$ cat src/hw/rtl/nnrn_pkg.sv
`timescale 1ns / 1ps

package nnrn_pkg;

  // Frame store geometry
  localparam int MAX_WIDTH   = 128;
  localparam int MAX_HEIGHT  = 128;
  localparam int MAX_PLANES  = 3;
  localparam int MAX_BATCH   = 16;
  localparam int PLANE_SIZE  = MAX_HEIGHT * MAX_WIDTH;
  localparam int STORE_DEPTH = MAX_PLANES * PLANE_SIZE;
  localparam int ADDR_W      = $clog2(STORE_DEPTH);

  // Field widths
  localparam int PLANE_W = 2;
  localparam int COORD_W = 7;
  localparam int PIX_W   = 8;
  localparam int SLOT_W  = 4;
  localparam int DIM_W   = 8;
  localparam int NC_W    = 2;
  localparam int NB_W    = 5;
  localparam int NORM_W  = 16;
  localparam int IDX_W   = 20;
  localparam int DIV_W   = COORD_W + DIM_W;

  localparam int IN_DATA_W  = 32;
  localparam int OUT_DATA_W = 40;
  localparam int OUT_PAD_W  = OUT_DATA_W - NORM_W - IDX_W;

  // Request queue
  localparam int QUEUE_DEPTH = 4;
  localparam int QPTR_W      = $clog2(QUEUE_DEPTH);
  localparam int QCNT_W      = $clog2(QUEUE_DEPTH + 1);

  // Configuration port
  localparam int PADDR_W = 5;
  localparam int REG_W   = 3;
  localparam logic [REG_W-1:0] REG_IN_WIDTH      = 3'd0;
  localparam logic [REG_W-1:0] REG_IN_HEIGHT     = 3'd1;
  localparam logic [REG_W-1:0] REG_OUT_WIDTH     = 3'd2;
  localparam logic [REG_W-1:0] REG_OUT_HEIGHT    = 3'd3;
  localparam logic [REG_W-1:0] REG_CHANNEL_COUNT = 3'd4;
  localparam logic [REG_W-1:0] REG_BATCH_COUNT   = 3'd5;

  localparam logic OP_WRITE = 1'b0;
  localparam logic OP_READ  = 1'b1;

  typedef enum logic [1:0] {
    KIND_WRITE,
    KIND_DROP,
    KIND_SERVE
  } kind_t;

  typedef struct packed {
    kind_t               kind;
    logic [PLANE_W-1:0]  plane;
    logic [COORD_W-1:0]  row;
    logic [COORD_W-1:0]  col;
    logic [PIX_W-1:0]    pixel;
    logic [SLOT_W-1:0]   slot;
  } item_t;

  // Sizes after clamping into their legal ranges
  typedef struct packed {
    logic [DIM_W-1:0] iw;
    logic [DIM_W-1:0] ih;
    logic [DIM_W-1:0] ow;
    logic [DIM_W-1:0] oh;
    logic [NC_W-1:0]  nc;
    logic [NB_W-1:0]  nb;
  } cfg_t;

  function automatic logic [DIM_W-1:0] sat_dim(logic [DIM_W-1:0] v, logic [DIM_W-1:0] hi);
    logic [DIM_W-1:0] r;
    if (v == '0) begin
      r = DIM_W'(1);
    end else if (v > hi) begin
      r = hi;
    end else begin
      r = v;
    end
    return r;
  endfunction

  function automatic logic [ADDR_W-1:0] store_addr(logic [PLANE_W-1:0] p,
                                                   logic [COORD_W-1:0] r,
                                                   logic [COORD_W-1:0] c);
    return ADDR_W'(p) * ADDR_W'(PLANE_SIZE) + ADDR_W'(r) * ADDR_W'(MAX_WIDTH) + ADDR_W'(c);
  endfunction

endpackage

$ cat src/hw/rtl/nnrn_queue.sv
`timescale 1ns / 1ps

module nnrn_queue (
  input  logic            clk,
  input  logic            rst,
  input  logic            push,
  input  nnrn_pkg::item_t push_item,
  output logic            full,
  input  logic            pop,
  output logic            pop_valid,
  output nnrn_pkg::item_t pop_item
);
  import nnrn_pkg::*;

  item_t              entries [QUEUE_DEPTH];
  logic [QPTR_W-1:0]  wr_ptr;
  logic [QPTR_W-1:0]  rd_ptr;
  logic [QCNT_W-1:0]  count;

  assign full      = (count == QCNT_W'(QUEUE_DEPTH));
  assign pop_valid = (count != '0);
  assign pop_item  = entries[rd_ptr];

  always_ff @(posedge clk) begin
    if (push) begin
      entries[wr_ptr] <= push_item;
    end
  end

  always_ff @(posedge clk) begin
    if (rst) begin
      wr_ptr <= '0;
      rd_ptr <= '0;
      count  <= '0;
    end else begin
      if (push) begin
        wr_ptr <= wr_ptr + 1'b1;
      end
      if (pop) begin
        rd_ptr <= rd_ptr + 1'b1;
      end
      if (push && !pop) begin
        count <= count + 1'b1;
      end else if (pop && !push) begin
        count <= count - 1'b1;
      end
    end
  end

  a_no_overflow: assert property (@(posedge clk) disable iff (rst) !(push && full && !pop))
    else $error("queue push while full");
  a_no_underflow: assert property (@(posedge clk) disable iff (rst) pop |-> pop_valid)
    else $error("queue pop while empty");
  a_count_bound: assert property (@(posedge clk) disable iff (rst)
                                  count <= QCNT_W'(QUEUE_DEPTH))
    else $error("queue count out of bounds");

endmodule

$ cat config.mk
export PLATFORM = sky130hd
export DESIGN_NAME = nnrn_queue
export DESIGN_NICKNAME = d
export VERILOG_FILES = /design/src/hw/rtl/nnrn_pkg.sv /design/src/hw/rtl/nnrn_queue.sv
export SDC_FILE = /design/constraint.sdc
export NUM_CORES = 1
export LEC_CHECK = 0
export BUFFER_PORTS_ARGS = -buffer_cell sky130_fd_sc_hd__buf_2
export CORE_ASPECT_RATIO = 2
export CORE_MARGIN = 10
export CORE_UTILIZATION = 55
export CTS_CLUSTER_SIZE = 8
export DETAILED_ROUTE_END_ITERATION = 12
export PLACE_DENSITY = 0.77
export SETUP_SLACK_MARGIN = 0.5
export SLEW_MARGIN = 20
export SYNTH_ARGS = -nofsm -noshare
export SYNTH_HDL_FRONTEND = slang
export SYNTH_SLANG_ARGS = --single-unit
$ cat constraint.sdc
create_clock -name clk -period 3.6 [get_ports clk]
set_input_delay 0.54 -clock clk [delete_from_list [all_inputs] [get_ports clk]]
set_output_delay 0.54 -clock clk [all_outputs]
set_load 0.05 [all_outputs]
==> impl_metrics.ini <==
[drt]
wirelength_microns = 8370
drc = 0
wl_per_cell_microns = 21.3
drt_iter0_drc = 104
first_pass_iters = 4
avgViaCountPerCell = 5.59
vias = 2195
antenna_left = 0

[global_route]
met3_usage_pct = 5.62
antenna_found_initial = 1
grt_max_degree = 31
grt_pass1_wl_microns = 13400
grtUsageMet2_pct = 24.6
busiest_layer = met2
grt_pass1_vias = 2460
grt_overflow = 0
use_met1_pct = 13.5
track_usage_pct = 14.0

[clock_tree]
cts_setup_buffers = 0
h-tree-depth = 4
clk_latency_ps = 400
clockBufferDepth = 2
cts-root-buf = clkbuf_16
holdBufCountCts = 0
clk_pin_slew_ps = 60
cts_resized = 0
numClockSinks = 129
cts-buffers-inserted = 17
cts_tree = done

[sta]
grt_setup_unrepaired = no
max_slew.worst_pin.slew_ps = 824
slew_headroom_pct = 45.1
slew_viol_final = 0
finClkSkew_ps = 3.48
setup_viol = 0
fin_crit_sh_pct = 74.1
worst_hold_slack_ps = 351
finalHoldViolCount = 0
period_needed_ps = 2670
setup_tns_ps = 0
fmax_ghz = 0.375
fin_ws_ps = 932

[layout]
antenna_cells_inserted = 0
final_common_cell = edfxtp_1
area_growth_pct = 21.6
final_cell_mix = edfxtp_1 (120), buf_2 (65), mux4_2 (30)
layout.nets = 320
final_cells = 393
drive_gt1_share_pct = 46.1
final_core_util_pct = 67.8

[worst_setup_path]
startpoint_type = flip-flop
slowest_stage = dfxtp_2
reg2reg_slack_ps = 1950
rr_worst_depth = 3
critPathMaxFanout = 14
crit_required_ps = 3060
critical_path.endpoint_type = output pin
regToRegEndpoint = entries[0][4]
r2r_start = wr_ptr[0]
crit_type = reg -> out
arrival_ps = 2130
worstPathCellList = buf_4 -> mux4_2 -> buf_2
critPathMaxStageDelay_ps = 620

[die]
io_pins = 66
initial_core_util_pct = 55.8
fp.dieW_microns = 85.8
fp.coreArea_sq_um = 8530
die_h_microns = 152
die-area_sq_um = 13000
rows = 48

[yosys]
ys_ff_latch = 129
synth_compound_area_share_pct = 0.210
avgSynthCellArea_sq_um = 23.8
syn_nets = 240
yosysSeqAreaShare_pct = 79.5
ys_warn_count = 0
yosys.area_share.simple_pct = 1.58
synthMuxAreaShare_pct = 14.6
synth-xor-area-share_pct = 0.920
synth_top_family_by_area = multiplexers
synth_fa_ha_area_share_pct = 1.74
syn_area_sq_um = 4760
syn-instance-count = 200
yosys.cell_types.count = 19

[placed_design]
dp.cells = 361
dpl.hpwl_microns = 5440
place_ws_ps = 1280
port_buffers = 65
gp_congestion = 0.722

[pwr]
vdd_drop_max_v = 0.000476
p_per_area_nw_per_um2 = 675
leakagePower_nw = 2.05

[hold_path]
worstHoldStart = push_item[12]
whs_endpoint = entries[0][12]
hold_depth = 1
hold_path.class = in -> reg

[run_status]
status = completed

[flow_run]
maxCapViolations = 0
sequential cells by signal, indices dropped and copies added (netlist names), named ones only:
register and cells:
wr_ptr 2, entries 120, count 3, rd_ptr 2
worst max path at each step:
stage	from	to	slack, ps	depth (start not counted)
2_1_floorplan	count[1]	full	1560	1
3_3_place_gp	flip-flop	pop_item[8]	1280	3
3_5_place_dp	flip-flop	pop_item[9]	1280	3
4_1_cts	flip-flop	pop_item[9]	850	3
5_1_grt	flip-flop	pop_item[8]	740	3
6_report	flip-flop	pop_item[8]	930	3
metal layers:
layer / vias up / wire (microns)
met5: - / 0
met4: 0 / 193
met3: 13 / 424
met2: 66 / 4780
met1: 1125 / 2970
li1: 991 / -
area by class of cell:
class	count	area (sq um)
clock buffers	22	539
clock inverters	10	61.3
fillers	557	2740
inverters	4	15.0
multi-input cells	60	912
flip-flops and latches	129	3780
well taps	100	125
repair buffers	68	348
through the flow:
stage / power (mW) / area, sq um
floorplan: 2.16 / 4760
global route: 4.05 / 5790
detailed placement: 2.29 / 5180
global placement: 2.28 / 5180
CTS: 3.95 / 5790
finish: 3.90 / 5790
critical path, delay by kind of cell (launching register included):
kind / cells / cell delay, ps
flops: 1 / 620
buf+inv: 2 / 560
mux: 1 / 540
where the power goes:
group	leakage [nW]	switching, mW	total [mW]	internal, mW
logic	0.565	0.339	0.491	0.152
registers	1.18	0.0355	1.76	1.72
clock network	0.309	0.592	1.65	1.06
Yosys cell counts:
cell type  count  share of area [%]
clkbuf_1       1              0.079
dfxtp_1        9                3.8
xor2_1         3               0.55
mux4_2        30                 14
o21ai_0        1               0.11
ha_1           5                1.3
mux2i_1        2               0.42
inv_1          4               0.32
fa_1           1               0.42
a21oi_1        1               0.11
nor2_1         7               0.55
buf_2          3               0.32
or3_1          2               0.26
xnor2_1        2               0.37
nor3b_1        1               0.16
edfxtp_1     120                 76
and2_1         4               0.53
buf_6          3               0.71
nand2_1        1              0.079
kinds of logic after synthesis:
kind of cell | count (synthesis)
fa+ha+maj | 6
flops | 129
xor+xnor | 5
mux | 32
compound gates | 2
buf+inv | 11
simple gates | 15
(Power assumes the default switching activity.)
