===== config.mk =====
export PLATFORM = sky130hd
export DESIGN_NAME = nnrn_front
export DESIGN_NICKNAME = d
export VERILOG_FILES = /design/src/hw/rtl/nnrn_pkg.sv /design/src/hw/rtl/nnrn_front.sv
export SDC_FILE = /design/constraint.sdc
export NUM_CORES = 1
export LEC_CHECK = 0
export BUFFER_PORTS_ARGS = -buffer_cell sky130_fd_sc_hd__buf_4
export CORE_ASPECT_RATIO = 1.2
export CORE_MARGIN = 5
export CORE_UTILIZATION = 32
export DETAILED_ROUTE_END_ITERATION = 7
export PLACE_DENSITY = 0.82
export SLEW_MARGIN = 20
export SYNTH_ARGS = -nofsm -noshare
export SYNTH_HDL_FRONTEND = slang
export SYNTH_SLANG_ARGS = --single-unit

===== constraint.sdc =====
create_clock -name vclk -period 4.1
set_clock_uncertainty 0.05 [all_clocks]
set_input_delay 1.23 -clock vclk [all_inputs]
set_output_delay 1.23 -clock vclk [all_outputs]
set_load 0.005 [all_outputs]

===== src/hw/rtl/nnrn_pkg.sv =====
`timescale 1ns / 1ps

package nnrn_pkg;

  // Frame store geometry
  localparam int MAX_WIDTH   = 128;
  localparam int MAX_HEIGHT  = 128;
  localparam int MAX_PLANES  = 3;
  localparam int MAX_BATCH   = 16;
  localparam int PLANE_SIZE  = MAX_HEIGHT * MAX_WIDTH;
  localparam int STORE_DEPTH = MAX_PLANES * PLANE_SIZE;
  localparam int ADDR_W      = $clog2(STORE_DEPTH);

  // Field widths
  localparam int PLANE_W = 2;
  localparam int COORD_W = 7;
  localparam int PIX_W   = 8;
  localparam int SLOT_W  = 4;
  localparam int DIM_W   = 8;
  localparam int NC_W    = 2;
  localparam int NB_W    = 5;
  localparam int NORM_W  = 16;
  localparam int IDX_W   = 20;
  localparam int DIV_W   = COORD_W + DIM_W;

  localparam int IN_DATA_W  = 32;
  localparam int OUT_DATA_W = 40;
  localparam int OUT_PAD_W  = OUT_DATA_W - NORM_W - IDX_W;

  // Request queue
  localparam int QUEUE_DEPTH = 4;
  localparam int QPTR_W      = $clog2(QUEUE_DEPTH);
  localparam int QCNT_W      = $clog2(QUEUE_DEPTH + 1);

  // Configuration port
  localparam int PADDR_W = 5;
  localparam int REG_W   = 3;
  localparam logic [REG_W-1:0] REG_IN_WIDTH      = 3'd0;
  localparam logic [REG_W-1:0] REG_IN_HEIGHT     = 3'd1;
  localparam logic [REG_W-1:0] REG_OUT_WIDTH     = 3'd2;
  localparam logic [REG_W-1:0] REG_OUT_HEIGHT    = 3'd3;
  localparam logic [REG_W-1:0] REG_CHANNEL_COUNT = 3'd4;
  localparam logic [REG_W-1:0] REG_BATCH_COUNT   = 3'd5;

  localparam logic OP_WRITE = 1'b0;
  localparam logic OP_READ  = 1'b1;

  typedef enum logic [1:0] {
    KIND_WRITE,
    KIND_DROP,
    KIND_SERVE
  } kind_t;

  typedef struct packed {
    kind_t               kind;
    logic [PLANE_W-1:0]  plane;
    logic [COORD_W-1:0]  row;
    logic [COORD_W-1:0]  col;
    logic [PIX_W-1:0]    pixel;
    logic [SLOT_W-1:0]   slot;
  } item_t;

  // Sizes after clamping into their legal ranges
  typedef struct packed {
    logic [DIM_W-1:0] iw;
    logic [DIM_W-1:0] ih;
    logic [DIM_W-1:0] ow;
    logic [DIM_W-1:0] oh;
    logic [NC_W-1:0]  nc;
    logic [NB_W-1:0]  nb;
  } cfg_t;

  function automatic logic [DIM_W-1:0] sat_dim(logic [DIM_W-1:0] v, logic [DIM_W-1:0] hi);
    logic [DIM_W-1:0] r;
    if (v == '0) begin
      r = DIM_W'(1);
    end else if (v > hi) begin
      r = hi;
    end else begin
      r = v;
    end
    return r;
  endfunction

  function automatic logic [ADDR_W-1:0] store_addr(logic [PLANE_W-1:0] p,
                                                   logic [COORD_W-1:0] r,
                                                   logic [COORD_W-1:0] c);
    return ADDR_W'(p) * ADDR_W'(PLANE_SIZE) + ADDR_W'(r) * ADDR_W'(MAX_WIDTH) + ADDR_W'(c);
  endfunction

endpackage


===== src/hw/rtl/nnrn_front.sv =====
`timescale 1ns / 1ps

module nnrn_front (
  input  logic                          s_tvalid,
  output logic                          s_tready,
  input  logic [nnrn_pkg::IN_DATA_W-1:0] s_tdata,
  input  logic                          s_tuser,
  input  nnrn_pkg::cfg_t                cfg,
  input  logic                          q_full,
  output logic                          q_push,
  output nnrn_pkg::item_t               q_item
);
  import nnrn_pkg::*;

  logic [PLANE_W-1:0] plane;
  logic [COORD_W-1:0] row;
  logic [COORD_W-1:0] col;
  logic [PIX_W-1:0]   pixel;
  logic [SLOT_W-1:0]  slot;
  logic               in_store;
  logic               out_of_range;

  assign plane = s_tdata[PLANE_W-1:0];
  assign row   = s_tdata[PLANE_W +: COORD_W];
  assign col   = s_tdata[PLANE_W+COORD_W +: COORD_W];
  assign pixel = s_tdata[PLANE_W+2*COORD_W +: PIX_W];
  assign slot  = s_tdata[PLANE_W+2*COORD_W+PIX_W +: SLOT_W];

  assign in_store = (32'(plane) < MAX_PLANES) && (32'(row) < MAX_HEIGHT)
                 && (32'(col) < MAX_WIDTH);

  assign out_of_range = (NB_W'(slot) >= cfg.nb) || (plane >= cfg.nc)
                     || (DIM_W'(row) >= cfg.oh) || (DIM_W'(col) >= cfg.ow);

  assign s_tready = !q_full;

  always_comb begin
    q_item.plane = plane;
    q_item.row   = row;
    q_item.col   = col;
    q_item.pixel = pixel;
    q_item.slot  = slot;
    if (s_tuser == OP_WRITE) begin
      q_item.kind = KIND_WRITE;
    end else if (out_of_range) begin
      q_item.kind = KIND_DROP;
    end else begin
      q_item.kind = KIND_SERVE;
    end
    // stray writes outside the store are dropped here
    q_push = s_tvalid && s_tready && ((s_tuser == OP_READ) || in_store);
  end

endmodule


==> metrics.md <==
| Metric | Value |
|---|---|
| Die span in x | 54.40 um |
| Time the final worst path needs with I/O delays and setup | 3951 ps |
| Cell count after synthesis | 104 |
| Yosys warnings | 0 |
| WHS | 2410 ps |
| Total number of vias | 764 |
| Pin count of the biggest net entering global routing | 4 |
| Die Outline Area | 3442 sq um |
| CTS Hold Buffers Added | 0 |
| Final-report setup violation count | 0 |
| Starting Density | 33.17% |
| Routed Antenna Nets | 0 |
| Combined area of all synthesized cells | 757.0 sq um |
| Start point of the critical path | s_tdata[0] |
| Global-route wire length before repair | 3.277 mm |
| Number of port buffers | 70 |
| Headroom to the max-slew limit | 78.98% |
| Core Region | 2282 sq um |
| Via count of the first global-routing pass | 827 |
| Layout filler cell count | 242 |
| Run status | finished clean |
| Crit share post-route | 96.36% |
| Setup slack after layout | 149.1 ps |
| Maximum vdd drop | 0.00004731 V |
| Final RePlAce weighted congestion | 0.6800 |
| Sum of negative setup slack | 0 ps |
| Achievable clock frequency | 253.1 MHz |
| Resize count post-CTS | 0 |
| Layout net count | 242 |
| Actual transition at the worst max-transition pin | 310.4 ps |
| Estimated wirelength of the detail-placed design | 1.929 mm |
| RSZ-0062 raised after global routing | no |
| Sequential share of the synthesized area | 0% |
| Global-route usage over all layers | 11.63% |
| Number of top-level design ports | 106 |
| Mean cell area of the mapped netlist | 7.279 sq um |
| Final global-route overflow total | 0 |
| Seq. cell area | 0 sq um |
| Critical path arrival | 2670 ps |
| Antenna fix cells | 0 |
| Area share of the leading cell type in the synthesized netlist | 33.06% |
| Critical path class | input port to primary output |
| Fraction of final layout cells sized beyond drive strength 1 | 50.00% |
| Total number of sequential cells | 0 |
| Post CTS Setup Buffer Count | 0 |
| Routed Wire Length | 1.951 mm |
| Top cells by instance count after synthesis | buf_4, inv_1, ha_1 |
| Layout area overhead | 46.78% |
| Number of standard-cell rows in the floorplan | 19 |
| Crit start category | input port |
| Worst slack, placed | 120.9 ps |
| Final Util | 48.68% |
| Hold Path Origin | s_tdata[18] |
| Static leakage power | 0.6890 nW |
| Endpoint class of the critical path | primary output |
| Count leader, synth | buf_4 |
| Final instance area | 1111 sq um |
| Maximum Capacitance Violations | 0 |
| Starting DRT DRC Count | 0 |
| Critical path endpoint | q_item[28] |
| CLK BUF | 0 |
| Power per unit of standard cell area | 91.54 nW/um^2 |
| Post-Layout Cell Count | 177 |
| Final Max Slew Viols | 0 |
| Cell count after placement | 177 |
| Path type of the worst min-delay path | input port to primary output |
| Via density per instance | 4.316 |
| Final Hold Violating Endpoints | 0 |
| Post-synthesis net count | 198 |
| Number of distinct library cells after synthesis | 20 |
| Number of antenna violations at the first check in global routing | 0 |
| Drt pass-1 iters | 1 |
| Dpl cell area | 1111 sq um |
| Power Total | 0.1017 mW |
| Critical-path maximum fanout | 3 |
| Count of unresolved DRC violations after routing | 0 |
| Largest area contributor in the netlist | ha_1 |
| Largest cells by area after synthesis | ha_1, buf_4, inv_1, nand2b_1, a21oi_1 |
| Routed wire per std cell | 11.02 um |
| Multi-input gate area in the final layout | 445.4 sq um |
| Vert. Die Dim | 63.28 um |
| Data required time at the worst endpoint | 2820 ps |
layer usage:
layer,wire [um],GRT usage [%],vias to the layer above
met5,0,0,-
li1,-,-,392
met4,8,0.6231,0
met1,604,11.58,336
met3,177,1.651,4
met2,1160,24.25,32
area by class of cell:
cell class / instances / area share (%)
inverters: 27 / 9.122
multi-input cells: 49 / 40.09
well taps: 31 / 3.491
repair buffers: 70 / 47.30
how the worst min path moves through the flow:
stage / slack, ps / to / depth (start not counted)
after floorplan: 2440 / s_tready / 1
after global placement: 2410 / q_item[8] / 0
after detailed placement: 2410 / q_item[8] / 0
after CTS: 2410 / q_item[8] / 0
after global routing: 2410 / q_item[6] / 0
final: 2410 / q_item[6] / 0
power by group:
part / total (mW) / internal [mW] / switching [mW]
registers: 0 / 0 / 0
clock network: 0 / 0 / 0
logic: 0.102 / 0.0642 / 0.0375
total: 0.102 / 0.0642 / 0.0375
kinds of logic after synthesis:
group	synth area share, %
AO/OA/AOI/OAI	15.21
adder cells (fa/ha/maj)	33.06
buffers and inverters	41.16
AND/OR/NAND/NOR	10.58
placed cells by master, fill, tap and decap left out:
cell | netlist | final
o21ai_1 | 2 | 2
nor3_2 | 1 | 1
a22oi_2 | 1 | 1
a221o_1 | 1 | 1
a21oi_1 | 3 | 3
nor2b_1 | 2 | 2
a311oi_1 | 1 | 1
o211ai_1 | 2 | 2
o22ai_1 | 2 | 2
nand2b_1 | 3 | 3
a21o_1 | 1 | 1
buf_4 | 28 | 70
nand2_1 | 2 | 2
inv_1 | 27 | 27
ha_1 | 20 | 20
and2_1 | 1 | 1
nor2_1 | 3 | 3
nand2b_4 | 1 | 1
o311ai_1 | 1 | 1
a211oi_1 | 2 | 2
critical path, cell delays in order:
cell and delay, ps:
buf_4 90, inv_1 40, ha_1 280, nand2b_4 130, a221o_1 320, nor3_2 150, o311ai_1 130, and2_1 180
buf_4 130
(Power assumes the default switching activity.)
